<file path="src/svpd_pkg.sv">
// ----------------------------------------------------------------------------
// Space vector PWM duty unit package
// Constants, carried side-data types and the CORDIC arctangent table.
// ----------------------------------------------------------------------------
package svpd_pkg;

  localparam int CORDIC_STAGES_DEF  = 16;
  localparam int DUTY_FRAC_BITS_DEF = 15;
  localparam int ATAN_LEN           = 24;
  localparam int MAX_FRAC_BITS      = 20;
  localparam int MQ_W               = MAX_FRAC_BITS + 1;

  localparam logic [31:0] GAIN_INV      = 32'h9B74EDA8;
  localparam logic [31:0] ROT_X0        = GAIN_INV >> 2;
  localparam logic [15:0] INV_SQRT3_Q16 = 16'd37837;
  localparam logic [31:0] RECIP6        = 32'hAAAAAAAB;
  localparam logic [31:0] SIXTH_TURN    = 32'd715827882;
  localparam logic [31:0] HALF_TURN     = 32'h80000000;
  localparam logic [30:0] DEN_RESET     = 31'd387450880;

  // Side data that rides along the divider cells.
  typedef struct packed {
    logic [2:0]  idx;
    logic        over;
    logic        dzero;
    logic [31:0] ang1;
    logic [31:0] ang2;
  } dside_t;

  // Side data that rides along the rotation cells.
  typedef struct packed {
    logic [2:0]      idx;
    logic            over;
    logic [MQ_W-1:0] m;
  } rside_t;

  function automatic logic [31:0] atan_bin(input int i);
    logic [31:0] v;
    case (i)
      0:       v = 32'h20000000;
      1:       v = 32'h12E4051E;
      2:       v = 32'h09FB385B;
      3:       v = 32'h051111D4;
      4:       v = 32'h028B0D43;
      5:       v = 32'h0145D7E1;
      6:       v = 32'h00A2F61E;
      7:       v = 32'h00517C55;
      8:       v = 32'h0028BE53;
      9:       v = 32'h00145F2F;
      10:      v = 32'h000A2F98;
      11:      v = 32'h000517CC;
      12:      v = 32'h00028BE6;
      13:      v = 32'h000145F3;
      14:      v = 32'h0000A2FA;
      15:      v = 32'h0000517D;
      16:      v = 32'h000028BE;
      17:      v = 32'h0000145F;
      18:      v = 32'h00000A30;
      19:      v = 32'h00000518;
      20:      v = 32'h0000028C;
      21:      v = 32'h00000146;
      22:      v = 32'h000000A3;
      default: v = 32'h00000051;
    endcase
    return v;
  endfunction

endpackage

</file>
<file path="src/svpd_vec_cell.sv">
// ----------------------------------------------------------------------------
// Vectoring CORDIC cell
// One micro-rotation that drives y toward zero and accumulates the angle.
// ----------------------------------------------------------------------------
module svpd_vec_cell #(
  parameter int SHIFT = 0
) (
  input  logic               clk,
  input  logic               rst_n,
  input  logic               en,
  input  logic               vld_i,
  input  logic signed [31:0] x_i,
  input  logic signed [31:0] y_i,
  input  logic        [31:0] th_i,
  input  logic               zero_i,
  output logic               vld_o,
  output logic signed [31:0] x_o,
  output logic signed [31:0] y_o,
  output logic        [31:0] th_o,
  output logic               zero_o
);

  logic               vld_r;
  logic signed [31:0] x_r, y_r, x_nxt, y_nxt, xs, ys;
  logic        [31:0] th_r, th_nxt;
  logic               zero_r;

  assign xs = x_i >>> SHIFT;
  assign ys = y_i >>> SHIFT;

  always_comb begin
    if (!y_i[31]) begin
      x_nxt  = x_i + ys;
      y_nxt  = y_i - xs;
      th_nxt = th_i + svpd_pkg::atan_bin(SHIFT);
    end else begin
      x_nxt  = x_i - ys;
      y_nxt  = y_i + xs;
      th_nxt = th_i - svpd_pkg::atan_bin(SHIFT);
    end
  end

  always_ff @(posedge clk) begin
    if (!rst_n) begin
      vld_r <= 1'b0;
    end else if (en) begin
      vld_r <= vld_i;
    end
  end

  always_ff @(posedge clk) begin
    if (en) begin
      x_r    <= x_nxt;
      y_r    <= y_nxt;
      th_r   <= th_nxt;
      zero_r <= zero_i;
    end
  end

  assign vld_o  = vld_r;
  assign x_o    = x_r;
  assign y_o    = y_r;
  assign th_o   = th_r;
  assign zero_o = zero_r;

endmodule

</file>
<file path="config.mk">
export PLATFORM = sky130hd
export DESIGN_NAME = svpd_vec_cell
export DESIGN_NICKNAME = d
export VERILOG_FILES = /design/src/svpd_pkg.sv /design/src/svpd_vec_cell.sv
export SDC_FILE = /design/constraint.sdc
export NUM_CORES = 1
export LEC_CHECK = 0
export ABC_CLOCK_PERIOD_IN_PS = 3160
export BUFFER_PORTS_ARGS = -buffer_cell sky130_fd_sc_hd__buf_2
export CORE_UTILIZATION = 35
export DETAILED_ROUTE_END_ITERATION = 6
export PLACE_DENSITY = 0.6
export SLEW_MARGIN = 20
export SYNTH_ARGS = -nofsm -noshare
export SYNTH_HDL_FRONTEND = slang
export SYNTH_SLANG_ARGS = --single-unit
</file>
<file path="constraint.sdc">
create_clock -name clk -period 3.16 [get_ports clk]
set_input_delay 0.158 -clock clk [delete_from_list [all_inputs] [get_ports clk]]
set_output_delay 0.158 -clock clk [all_outputs]
set_load 0.01 [all_outputs]
</file>
==> results.yml <==
synthesis:
  synth_xor_xnor_area_share_pct: 6.47
  synth-compound-area-share_pct: 23.1
  muxShareOfSynthArea_pct: 1.67
  yosys_warnings: 0
  synth-main-ff-cell: "edfxtp_1"
  synth_area_per_cell_um2: 9.16
  synthesis.instances: 916
  synth-adder-area-share_pct: 15.0
  synth_area_um2: 8390
  yosysSeqAreaShare_pct: 34.6
  synth_top_family_by_area: "compound AO/OA/AOI/OAI gates"
  synth_cell_types: 77
  synthArstFlopShare_pct: 0
  synth-edff-count: 96
  synth_simple_gate_area_share_pct: 12.3
  synth_nets: 1115
  ys_ff_latch: 97
clock_network:
  postCtsSetupBuffers: 0
  root_buffer: "clkbuf_16"
  cts_buffers: 9
  insertion_delay_ns: 0.35
  clkTransAtPathRegs_ns: 0.08
  clockBufferDepth: 2
  h-tree-depth: 3
  clock_sinks: 97
  cts_tree: "yes"
power_and_ir_drop:
  irDropWorstVdd_mv: 0.253
  p_total_mw: 4.51
  p_clk_share_pct: 24.3
  combPwrFrac_pct: 38.1
  p_leak_nw: 5.06
  powerDensity_nw_per_um2: 414
  switching_power_mw: 1.56
  p_int_mw: 2.95
  sw_frac_of_total_pct: 34.6
  power_frac_seq_pct: 37.6
flow_run:
  drv_cap: 0
final_layout:
  final_cells: 1532
  nets: 1407
  syn2layout_area_growth_pct: 29.9
  insertedDiodeCount: 0
  fill_cells: 2298
  drive_above_1_share_pct: 27.9
placed_design:
  gp_congestion: 0.884
  post-dp-hpwl_um: 20600
  place_inst: 1489
  portBuffers: 198
floorplanning:
  fp-row-count: 56
  coreArea_um2: 23500
  pin_count: 199
  fp.dieW_um: 157
  die_h_um: 157
  initial_core_util_pct: 35.8
  die-area_um2: 24600
global_route:
  grt_overflow_total: 0
  grt_pass1_wl_um: 39500
  grt_usage_pct: 20.9
  grt_pass1_vias: 7533
  grt_max_degree: 75
  antenna_found_initial: 0
timing:
  worst_slew_pin_slew_ns: 0.529
  setup_viol: 0
  fmax_mhz: 354
  timing.final.crit_share_pct: 89.4
  hold_viol_final: 0
  slew_violations: 0
  skew_ns: 0
  slew_headroom_pct: 64.3
  rsz0062_at_grt: "no"
  period_needed_ns: 2.83
drt:
  drt_iter0_drc: 528
  ant_nets: 0
  drt-total-wl_um: 25700
  avgViaCountPerCell: 5.03
  wl_per_cell_um: 16.8
  drtPass1Iterations: 5
  drc: 0
  num_vias: 7712
worst_setup_path:
  worstSetupStartpointType: "input port"
  crit_type: "in2reg"
  cp-end-kind: "flop"
  critPathRequiredTime_ns: 3.27
  critPathArrivalTime_ns: 2.93
  cp_max_fo: 4
outcome:
  status: "finished clean"
worst_hold_path:
  hp-class: "in2reg"
-- final timing paths --
kind	start	end	slack, ns	depth (start not counted)
setup / recovery	x_i[0]	y_o[20]$_DFFE_PP_	0.33	15
hold / removal	th_i[14]	th_o[14]$_DFFE_PP_	0.02	1
setup reg to reg	vld_o$_SDFFE_PN0P_	vld_o$_SDFFE_PN0P_	2.56	2
hold reg to reg	vld_o$_SDFFE_PN0P_	vld_o$_SDFFE_PN0P_	0.54	2
-- worst max-delay path: stages --
cell and delay (ns):
buf_2 0.12, ha_1 0.18, fa_1 0.23, nor2b_1 0.21, o21ai_0 0.11, buf_4 0.15
a211oi_1 0.48, nor2_1 0.13, o21ai_0 0.18, buf_4 0.16, a211oi_1 0.08, buf_4 0.17
o31ai_1 0.26, a22oi_1 0.15, xor2_1 0.17
-- registers in the layout, summed over array words and instances, names as in the netlist --
| name | cells |
|---|---|
| zero_o | 1 |
| y_o | 32 |
| x_o | 31 |
| vld_o | 1 |
| th_o | 32 |
-- layout by cell type (no fill, tap or decap), types with 6 or more instances in the layout --
| master | instances |
|---|---|
| nand2b_1 | 13 |
| nor3_1 | 23 |
| clkbuf_16 | 9 |
| nand2_1 | 38 |
| inv_1 | 100 |
| nor2_1 | 77 |
| edfxtp_1 | 96 |
| xnor2_1 | 55 |
| o21bai_1 | 16 |
| or2_2 | 7 |
| nand3_1 | 14 |
| nand4_1 | 6 |
| xor2_1 | 7 |
| mux2i_1 | 14 |
| a31oi_1 | 9 |
| o31ai_1 | 9 |
| a211oi_1 | 8 |
| ha_1 | 93 |
| buf_4 | 98 |
| dlygate4sd3_1 | 27 |
| a21oi_1 | 93 |
| a221oi_1 | 6 |
| buf_2 | 197 |
| nor2b_1 | 8 |
| a21o_1 | 32 |
| o21ai_0 | 43 |
-- power groups by stage --
stage / logic [mW] / registers [mW] / clock network [mW]
final: 1.72 / 1.70 / 1.10
after global routing: 1.89 / 1.71 / 1.19
after CTS: 1.73 / 1.70 / 1.14
after detailed placement: 1.69 / 1.73 / 0
after global placement: 1.69 / 1.73 / 0
after floorplan: 0.872 / 1.83 / 0
-- Yosys cell counts (5+ instances only) --
library cell / instances / area share (%)
o21ai_1: 5 / 0.30
a211oi_1: 8 / 0.72
a31oi_1: 9 / 0.67
a21o_1: 32 / 2.9
o21bai_1: 16 / 1.4
nand2b_1: 13 / 0.97
nand2_1: 38 / 1.7
nand4_1: 6 / 0.45
o31ai_1: 9 / 0.80
ha_1: 94 / 14
clkbuf_1: 22 / 0.98
nor2b_1: 8 / 0.60
o21a_1: 5 / 0.45
a221oi_1: 6 / 0.63
inv_1: 100 / 4.5
o21ai_0: 43 / 2.6
nor3_1: 23 / 1.4
edfxtp_1: 96 / 34
nor2_1: 77 / 3.4
nand3_1: 14 / 0.83
or2_2: 7 / 0.52
buf_1: 5 / 0.22
buf_2: 11 / 0.66
xnor2_1: 55 / 5.7
and3_1: 5 / 0.37
a21oi_1: 93 / 5.5
xor2_1: 7 / 0.73
mux2i_1: 14 / 1.7
a21boi_0: 5 / 0.45
-- what timing repair did --
item                                    in CTS  in global routing
gates resized for setup                      0                  1
hold buffers                                27                  0
endpoints found under the setup margin       0                  1
endpoints found under the hold margin       27                  0
-- stage by stage --
step                setup WS [ns]  hold WS, ns  TNS (ns)  instance area, um^2  util, %
floorplan                   0.463        0.257         0                 8390        -
global placement           0.0143        0.335         0                10300     44.1
detailed placement        -0.0191        0.337   -0.0191                10300     44.1
CTS                         0.361      0.00864         0                10900     46.4
global route                0.104      0.00100         0                10900     46.4
finish                      0.333       0.0150         0                10900     46.4
-- cell families after synthesis --
logic type      count (synthesis)
xor+xnor                       62
simple gates                  213
compound gates                286
mux                            14
buf+inv                       146
fa+ha+maj                      98
flops                          97
-- metal layers --
metal	global-route usage (%)	vias to the layer above	routed length (um)
li1	-	3852	-
met4	5.42	0	332
met1	26.5	3574	11400
met5	0	-	0
met2	36.7	262	12500
met3	3.21	24	1480
-- final cells by class --
cell class	count	area (um^2)	share of cell area [%]
Clock buffer	9	225	2.07
Clock inverter	7	61.3	0.562
Inverter	104	390	3.58
Multi-Input combinational cell	673	4910	45.0
Sequential cell	97	2900	26.6
Tap cell	319	399	3.66
Timing Repair Buffer	323	2010	18.5
No activity file was read; power rests on OpenSTA's default activity.
