**src/svpd_pkg.sv**
```systemverilog
// ----------------------------------------------------------------------------
// Space vector PWM duty unit package
// Constants, carried side-data types and the CORDIC arctangent table.
// ----------------------------------------------------------------------------
package svpd_pkg;

  localparam int CORDIC_STAGES_DEF  = 16;
  localparam int DUTY_FRAC_BITS_DEF = 15;
  localparam int ATAN_LEN           = 24;
  localparam int MAX_FRAC_BITS      = 20;
  localparam int MQ_W               = MAX_FRAC_BITS + 1;

  localparam logic [31:0] GAIN_INV      = 32'h9B74EDA8;
  localparam logic [31:0] ROT_X0        = GAIN_INV >> 2;
  localparam logic [15:0] INV_SQRT3_Q16 = 16'd37837;
  localparam logic [31:0] RECIP6        = 32'hAAAAAAAB;
  localparam logic [31:0] SIXTH_TURN    = 32'd715827882;
  localparam logic [31:0] HALF_TURN     = 32'h80000000;
  localparam logic [30:0] DEN_RESET     = 31'd387450880;

  // Side data that rides along the divider cells.
  typedef struct packed {
    logic [2:0]  idx;
    logic        over;
    logic        dzero;
    logic [31:0] ang1;
    logic [31:0] ang2;
  } dside_t;

  // Side data that rides along the rotation cells.
  typedef struct packed {
    logic [2:0]      idx;
    logic            over;
    logic [MQ_W-1:0] m;
  } rside_t;

  function automatic logic [31:0] atan_bin(input int i);
    logic [31:0] v;
    case (i)
      0:       v = 32'h20000000;
      1:       v = 32'h12E4051E;
      2:       v = 32'h09FB385B;
      3:       v = 32'h051111D4;
      4:       v = 32'h028B0D43;
      5:       v = 32'h0145D7E1;
      6:       v = 32'h00A2F61E;
      7:       v = 32'h00517C55;
      8:       v = 32'h0028BE53;
      9:       v = 32'h00145F2F;
      10:      v = 32'h000A2F98;
      11:      v = 32'h000517CC;
      12:      v = 32'h00028BE6;
      13:      v = 32'h000145F3;
      14:      v = 32'h0000A2FA;
      15:      v = 32'h0000517D;
      16:      v = 32'h000028BE;
      17:      v = 32'h0000145F;
      18:      v = 32'h00000A30;
      19:      v = 32'h00000518;
      20:      v = 32'h0000028C;
      21:      v = 32'h00000146;
      22:      v = 32'h000000A3;
      default: v = 32'h00000051;
    endcase
    return v;
  endfunction

endpackage

```
**src/svpd_div_cell.sv**
```systemverilog
// ----------------------------------------------------------------------------
// Restoring divider cell
// Produces one quotient bit of the modulation index per cell.
// ----------------------------------------------------------------------------
module svpd_div_cell #(
  parameter bit FIRST = 1'b0
) (
  input  logic                          clk,
  input  logic                          rst_n,
  input  logic                          en,
  input  logic [30:0]                   den_i,
  input  logic                          vld_i,
  input  logic [31:0]                   rem_i,
  input  logic [svpd_pkg::MQ_W-1:0]     quo_i,
  input  svpd_pkg::dside_t              side_i,
  output logic                          vld_o,
  output logic [31:0]                   rem_o,
  output logic [svpd_pkg::MQ_W-1:0]     quo_o,
  output svpd_pkg::dside_t              side_o
);

  logic                      vld_r;
  logic [31:0]               cand, rem_r, rem_nxt;
  logic [svpd_pkg::MQ_W-1:0] quo_r;
  svpd_pkg::dside_t          side_r;
  logic                      qbit;

  // The remainder stays below the divisor, so doubling it fits in 32 bits.
  assign cand    = FIRST ? rem_i : {rem_i[30:0], 1'b0};
  assign qbit    = cand >= {1'b0, den_i};
  assign rem_nxt = qbit ? cand - {1'b0, den_i} : cand;

  always_ff @(posedge clk) begin
    if (!rst_n) begin
      vld_r <= 1'b0;
    end else if (en) begin
      vld_r <= vld_i;
    end
  end

  always_ff @(posedge clk) begin
    if (en) begin
      rem_r  <= rem_nxt;
      quo_r  <= {quo_i[svpd_pkg::MQ_W-2:0], qbit};
      side_r <= side_i;
    end
  end

  assign vld_o  = vld_r;
  assign rem_o  = rem_r;
  assign quo_o  = quo_r;
  assign side_o = side_r;

endmodule

```
**config.mk**
```make
export PLATFORM = sky130hd
export DESIGN_NAME = svpd_div_cell
export DESIGN_NICKNAME = d
export VERILOG_FILES = /design/src/svpd_pkg.sv /design/src/svpd_div_cell.sv
export SDC_FILE = /design/constraint.sdc
export NUM_CORES = 1
export LEC_CHECK = 0
export BUFFER_PORTS_ARGS = -buffer_cell sky130_fd_sc_hd__clkbuf_2
export CAP_MARGIN = 30
export CELL_PAD_IN_SITES_DETAIL_PLACEMENT = 2
export CELL_PAD_IN_SITES_GLOBAL_PLACEMENT = 2
export CORE_MARGIN = 4
export CORE_UTILIZATION = 26
export DETAILED_ROUTE_END_ITERATION = 8
export PLACE_DENSITY = 0.72
export SYNTH_ARGS = -nofsm -noshare
export SYNTH_HDL_FRONTEND = slang
export SYNTH_SLANG_ARGS = --single-unit
export TNS_END_PERCENT = 50
```
**constraint.sdc**
```tcl
create_clock -name clk -period 2.5 [get_ports clk]
set_input_delay 0 -clock clk [delete_from_list [all_inputs] [get_ports clk]]
set_output_delay 0 -clock clk [all_outputs]
set_load 0.01 [all_outputs]
```
==> results.cfg, run 1 <==
[run_status]
outcome = complete, but fails checks
violations = hold timing, setup timing

[layout]
fin_util = 0.4568
final_area_um2 = 10440
area_delta_synth_final_pct = 71.45
drive_above_1_share = 0.4562
nNetsFinal = 1134

[worst_setup_path]
crit_required_ps = 2650
crit_type = input pin to register
cp-start-kind = input pin
worstPathArrival_ps = 2860
end_kind = register
crit_fanout = 6

[cts]
cts_tree = built
root_buffer = clkbuf_16
clock_path_buffers = 2
clock-sinks = 123
cts.clk_slew.worst_paths_ps = 70
cts_buffers = 17
htreeDepth = 4
clock_latency_ps = 430

[timing]
fmax_mhz = 369.0
whs_ps = -3.215
finalHoldViolCount = 1
maxSlewViolCount = 0
setup_viol = 24
finalCritPeriodShare = 1.084
rsz0062_at_grt = true
skew_ps = 0
max_slew_margin = 0.4745
worst_slack_ps = -209.9
finalCriticalPeriod_ps = 2710
worstMarginPinSlew_ps = 788.2

[detailed_routing]
vias = 6552
dr.first_iter.drc_count = 600
drc_errors = 0
routed_wl_um = 38610
viasPerCell = 5.151
antenna_left = 0
drt-wirelength-per-cell_um = 30.35
firstDrtPassIters = 6

[synthesis]
yosysSeqAreaShare = 0.6051
synth_edf_count = 122
ys_ff_latch = 123
syn_avg_cell_area_um2 = 12.95
synth-simple-area-share = 0.08489
synth.distinct_cells = 60
synth_top_family_by_area = compound AO/OA/AOI/OAI gates
yosysWarnings = 0
synth_cells = 470
synthFlopType = edfxtp_1
ys_async_sr_fraction = 0
synth.area.mux_share = 0.04748
synthAdderAreaFrac = 0.06701
synth_compound_area_frac = 0.1320
syn_area_um2 = 6087
synth-xor-area-share = 0.02734
synthesis.nets = 659

[floorplanning]
die_x_um = 161.0
die_h_um = 161.0
core_region_area_um2 = 22850
rows = 55
die-area_um2 = 25920
start_util = 0.2664
ios = 280

[power]
finalPower_mw = 7.218
p_leak_nw = 4.720
power_density_nw_per_um2 = 691.7
ir_worst_vdd_v = 0.0005064

[global_route]
gr-total-overflow = 0
grt_max_degree = 50
grt_pass1_vias = 6987
grt_pass1_wl_um = 53070
grt_use_total = 0.2782
antenna_found_initial = 5

[job]
maxCapViolations = 0

[placed_design]
place_ws_ps = -81.14
gp_congestion = 0.8048
placed_area_um2 = 8368
post-dp-hpwl_um = 21680
port_buffers = 277

[hold_path]
worstHoldPathType = input pin to register
==> synth_stat cells, types with 5 or more instances <==
master	count	share of area
a21boi_0	5	0.0062
a21o_1	12	0.015
a21oi_1	31	0.025
a31oi_1	8	0.0082
and3_1	8	0.0082
buf_2	5	0.0041
clkbuf_1	6	0.0037
edfxtp_1	122	0.60
ha_1	31	0.064
inv_1	39	0.024
mux2_4	15	0.037
nand2_1	23	0.014
nand3_1	16	0.013
nand4_1	5	0.0051
nor2_1	21	0.013
nor3_1	10	0.0082
o21ai_0	24	0.020
o31ai_1	9	0.011
xnor2_1	14	0.020
xor2_1	5	0.0072
==> flip-flops by register name (all words and copies together), names as in the netlist <==
signal	flops
quo_o	21
vld_o	1
rem_o	32
side_o	69
==> cell families (layout without fill, tap and decap cells) <==
kind of cell | count (synthesis) | count (layout)
AOI/OAI and AO/OA | 120 | 120
adders and majority gates | 32 | 32
DFF | 123 | 123
muxes | 21 | 21
xor gates and xnor gates | 19 | 19
other | 0 | 1
and+or+nand+nor | 102 | 102
buffers and inverters | 53 | 541
==> final timing paths <==
| check | from | end | slack [ps] | cells past startpoint |
|---|---|---|---|---|
| worst max-delay path | rem_i[21] | rem_o[23] | -210 | 11 |
| worst min-delay path | rem_i[18] | rem_o[19] | -3 | 3 |
| worst max register to register | vld_o | vld_o | 1170 | 3 |
| worst min register to register | vld_o | vld_o | 1250 | 3 |
==> power by group <==
group / internal (mW) / switching [mW]
clock network: 1.52 / 1.25
registers: 2.52 / 0.123
logic: 0.810 / 1.00
==> critical path: stages <==
cell	delay (ps)
dlygate4sd3_1	570
clkbuf_2	140
ha_1	360
nand2_1	160
a21oi_1	240
a21oi_2	100
o41a_1	170
a311oi_4	320
nor2_4	80
buf_6	160
o31ai_1	540
==> metrics by stage <==
| stage | std cells | setup TNS (ps) | hold slack [ps] |
|---|---|---|---|
| after floorplan | 470 | 0 | 98.87 |
| after global placement | 1118 | -124.2 | 176.3 |
| after detailed placement | 1118 | -1225 | 179.2 |
| after CTS | 1269 | 0 | 4.957 |
| after global routing | 1272 | -2167 | 31.91 |
| final | 1272 | -1181 | -3.215 |
==> what timing repair did <==
item | CTS | global route
endpoints found under the hold margin | 118 | 0
endpoints found under the setup margin | 0 | 29
resized for setup | 0 | 47
hold buffers | 119 | 0
setup buffers | 0 | 2
==> placed cells by master, fill, tap and decap left out, types with 7 or more instances in the layout <==
cell,netlist,routed
mux2_4,15,15
clkbuf_2,0,275
buf_4,0,69
nand2_1,23,22
ha_1,31,25
a31oi_1,8,8
nor2_1,21,21
a21oi_1,31,26
a21o_1,12,12
dlygate4sd3_1,0,118
nand3_1,16,16
edfxtp_1,122,122
clkbuf_16,0,18
and3_1,8,7
o21ai_0,24,19
inv_1,39,39
xnor2_1,14,14
nor3_1,10,9
==> layout make-up <==
cell class / instances / area [µm²]
Multi-Input combinational cell: 294 / 2405
Antenna cell: 1 / 2.502
Inverter: 40 / 152.6
Fill cell: 2364 / 12410
Clock inverter: 15 / 180.2
Tap cell: 313 / 391.6
Sequential cell: 123 / 3684
Clock buffer: 17 / 425.4
Timing Repair Buffer: 469 / 3196
==> routing by layer <==
layer,vias to the layer above,track usage,share of wire
li1,2744,-,-
met1,3328,0.3450,0.40
met2,382,0.4850,0.49
met3,90,0.06073,0.070
met4,8,0.08763,0.033
met5,-,0,0.0013
Note: power is estimated with default switching activity, not from simulation.
==> inputs of run 2 (changes only) <==
--- a/config.mk
+++ b/config.mk
@@ -10,9 +10,10 @@
 export CELL_PAD_IN_SITES_DETAIL_PLACEMENT = 2
 export CELL_PAD_IN_SITES_GLOBAL_PLACEMENT = 2
 export CORE_MARGIN = 4
-export CORE_UTILIZATION = 26
+export CORE_UTILIZATION = 27
+export CTS_BUF_LIST = sky130_fd_sc_hd__clkbuf_4 sky130_fd_sc_hd__clkbuf_8
 export DETAILED_ROUTE_END_ITERATION = 8
-export PLACE_DENSITY = 0.72
+export PLACE_DENSITY = 0.74
 export SYNTH_ARGS = -nofsm -noshare
 export SYNTH_HDL_FRONTEND = slang
 export SYNTH_SLANG_ARGS = --single-unit
==> constraint.sdc (replaced) <==
create_clock -name clk -period 2.4 [get_ports clk]
set_input_delay 0 -clock clk [delete_from_list [all_inputs] [get_ports clk]]
set_output_delay 0 -clock clk [all_outputs]
set_load 0.01 [all_outputs]
==> run 2 against run 1 <==
Compared with the run above:
- sequential cell count unchanged
- clock skew unchanged
- critical endpoint is now rem_o[19]
- via count increased by 1.7%
- the run ends with setup timing left
==> results.cfg, run 2 (synthesized netlist as in run 1, its figures left out) <==
[run_status]
outcome = complete, but fails checks
violations = setup timing

[global_route]
antenna_found_initial = 3
grt_pass1_vias = 7136
grt_pass1_wl_um = 52570
gr-total-overflow = 0
grt_use_total = 0.2929
grt_max_degree = 53

[placed_design]
place_ws_ps = -222.5
placed_area_um2 = 8466
port_buffers = 277
post-dp-hpwl_um = 22660
gp_congestion = 0.8610

[timing]
rsz0062_at_grt = true
worst_slack_ps = -35.96
finalHoldViolCount = 0
worstMarginPinSlew_ps = 612.2
totalNegativeSetupSlack_ps = -44.44
maxSlewViolCount = 0
skew_ps = 0
finalCriticalPeriod_ps = 2436
fmax_mhz = 410.5
setup_viol = 2
finalCritPeriodShare = 1.015
max_slew_margin = 0.5918

[worst_setup_path]
path_cells = dlygate4sd3_1 -> clkbuf_2 -> ha_2 -> and2_1 -> nand4_1 -> buf_4 -> a311o_1 -> buf_4 -> and3_1 -> a31o_2
worstPathArrival_ps = 2660
crit_path_frequent_cell = buf_4
crit_slowest_cell = dlygate4sd3_1
crit_required_ps = 2630
crit_type = input pin to register
max_stage_delay_ps = 540
crit_fanout = 7
end_kind = register
cp-start-kind = input pin

[floorplanning]
ios = 280
die-area_um2 = 25010
die_x_um = 158.2
core_region_area_um2 = 22030
start_util = 0.2764
die_h_um = 158.2
rows = 54

[detailed_routing]
drt-wirelength-per-cell_um = 31.57
vias = 6662
drc_errors = 0
antenna_left = 0
dr.first_iter.drc_count = 554
routed_wl_um = 39520
firstDrtPassIters = 5
viasPerCell = 5.321

[cts]
clock-sinks = 123
cts.clk_slew.worst_paths_ps = 130
cts_buffers = 17
root_buffer = clkbuf_8
htreeDepth = 4
cts_tree = built
clock_latency_ps = 470
clock_path_buffers = 2

[power]
ir_worst_vdd_v = 0.0004165
p_leak_nw = 4.622
power_density_nw_per_um2 = 661.1

[layout]
final_cell_mix = clkbuf_2 (276), edfxtp_1 (122), dlygate4sd3_1 (117)
final_area_um2 = 10050
layout_commonest_cell = clkbuf_2
drive_above_1_share = 0.4402
nNetsFinal = 1146
largest_reg_flops = 69
area_delta_synth_final_pct = 65.08

[hold_path]
worstHoldPathType = input pin to register

[job]
maxCapViolations = 0
-- run 2: area by class of cell --
cell class	count	area, µm²
Timing Repair Buffer	481	3263
Tap cell	280	350.3
Inverter	40	152.6
Clock buffer	18	241.5
Fill cell	2248	11980
Antenna cell	2	5.005
Multi-Input combinational cell	294	2217
Sequential cell	123	3684
Clock inverter	14	135.1
-- run 2: timing repair --
item                       CTS  global route
setup buffers                0             1
hold buffers               117             0
hold endpoints to repair   116             0
setup endpoints to repair    0            21
resized for setup            0             8
-- run 2: critical path: cells and delay by family --
family          cells  cell delay [ps]
buf+inv             4             1100
simple gates        3              610
fa+ha+maj           1              380
compound gates      2              560
-- run 2: through the flow --
| step | utilization | hold WS [ps] | total power [mW] | std cells |
|---|---|---|---|---|
| after floorplan | - | 98.87 | 3.416 | 470 |
| after global placement | 0.3843 | 177.3 | 4.157 | 1100 |
| after detailed placement | 0.3843 | 178.9 | 4.262 | 1100 |
| after CTS | 0.4546 | 23.95 | 6.221 | 1249 |
| after global routing | 0.4562 | 9.870 | 6.825 | 1252 |
| final | 0.4562 | 16.44 | 6.643 | 1252 |
-- run 2: power breakdown --
part | internal [mW] | switching (mW)
Clock | 0.851 | 1.17
Combinational | 0.827 | 1.04
Sequential | 2.62 | 0.133
Total | 4.30 | 2.34
-- run 2: final timing paths --
kind              depth (start not counted)    endpoint       from  slack, ps
hold reg to reg                           3       vld_o      vld_o       1210
setup / recovery                         10   rem_o[19]  rem_i[28]        -40
hold / removal                            1  side_o[38]         en         20
setup reg to reg                          3       vld_o      vld_o       1130
-- run 2: metal layers --
metal | up-vias | wire length [µm] | track usage | share of wire
met5 | - | 13 | 0 | 0.00033
met4 | 2 | 1478 | 0.1072 | 0.037
met3 | 82 | 3142 | 0.08174 | 0.079
met2 | 406 | 19070 | 0.4942 | 0.48
met1 | 3413 | 15820 | 0.3580 | 0.40
li1 | 2759 | - | - | -
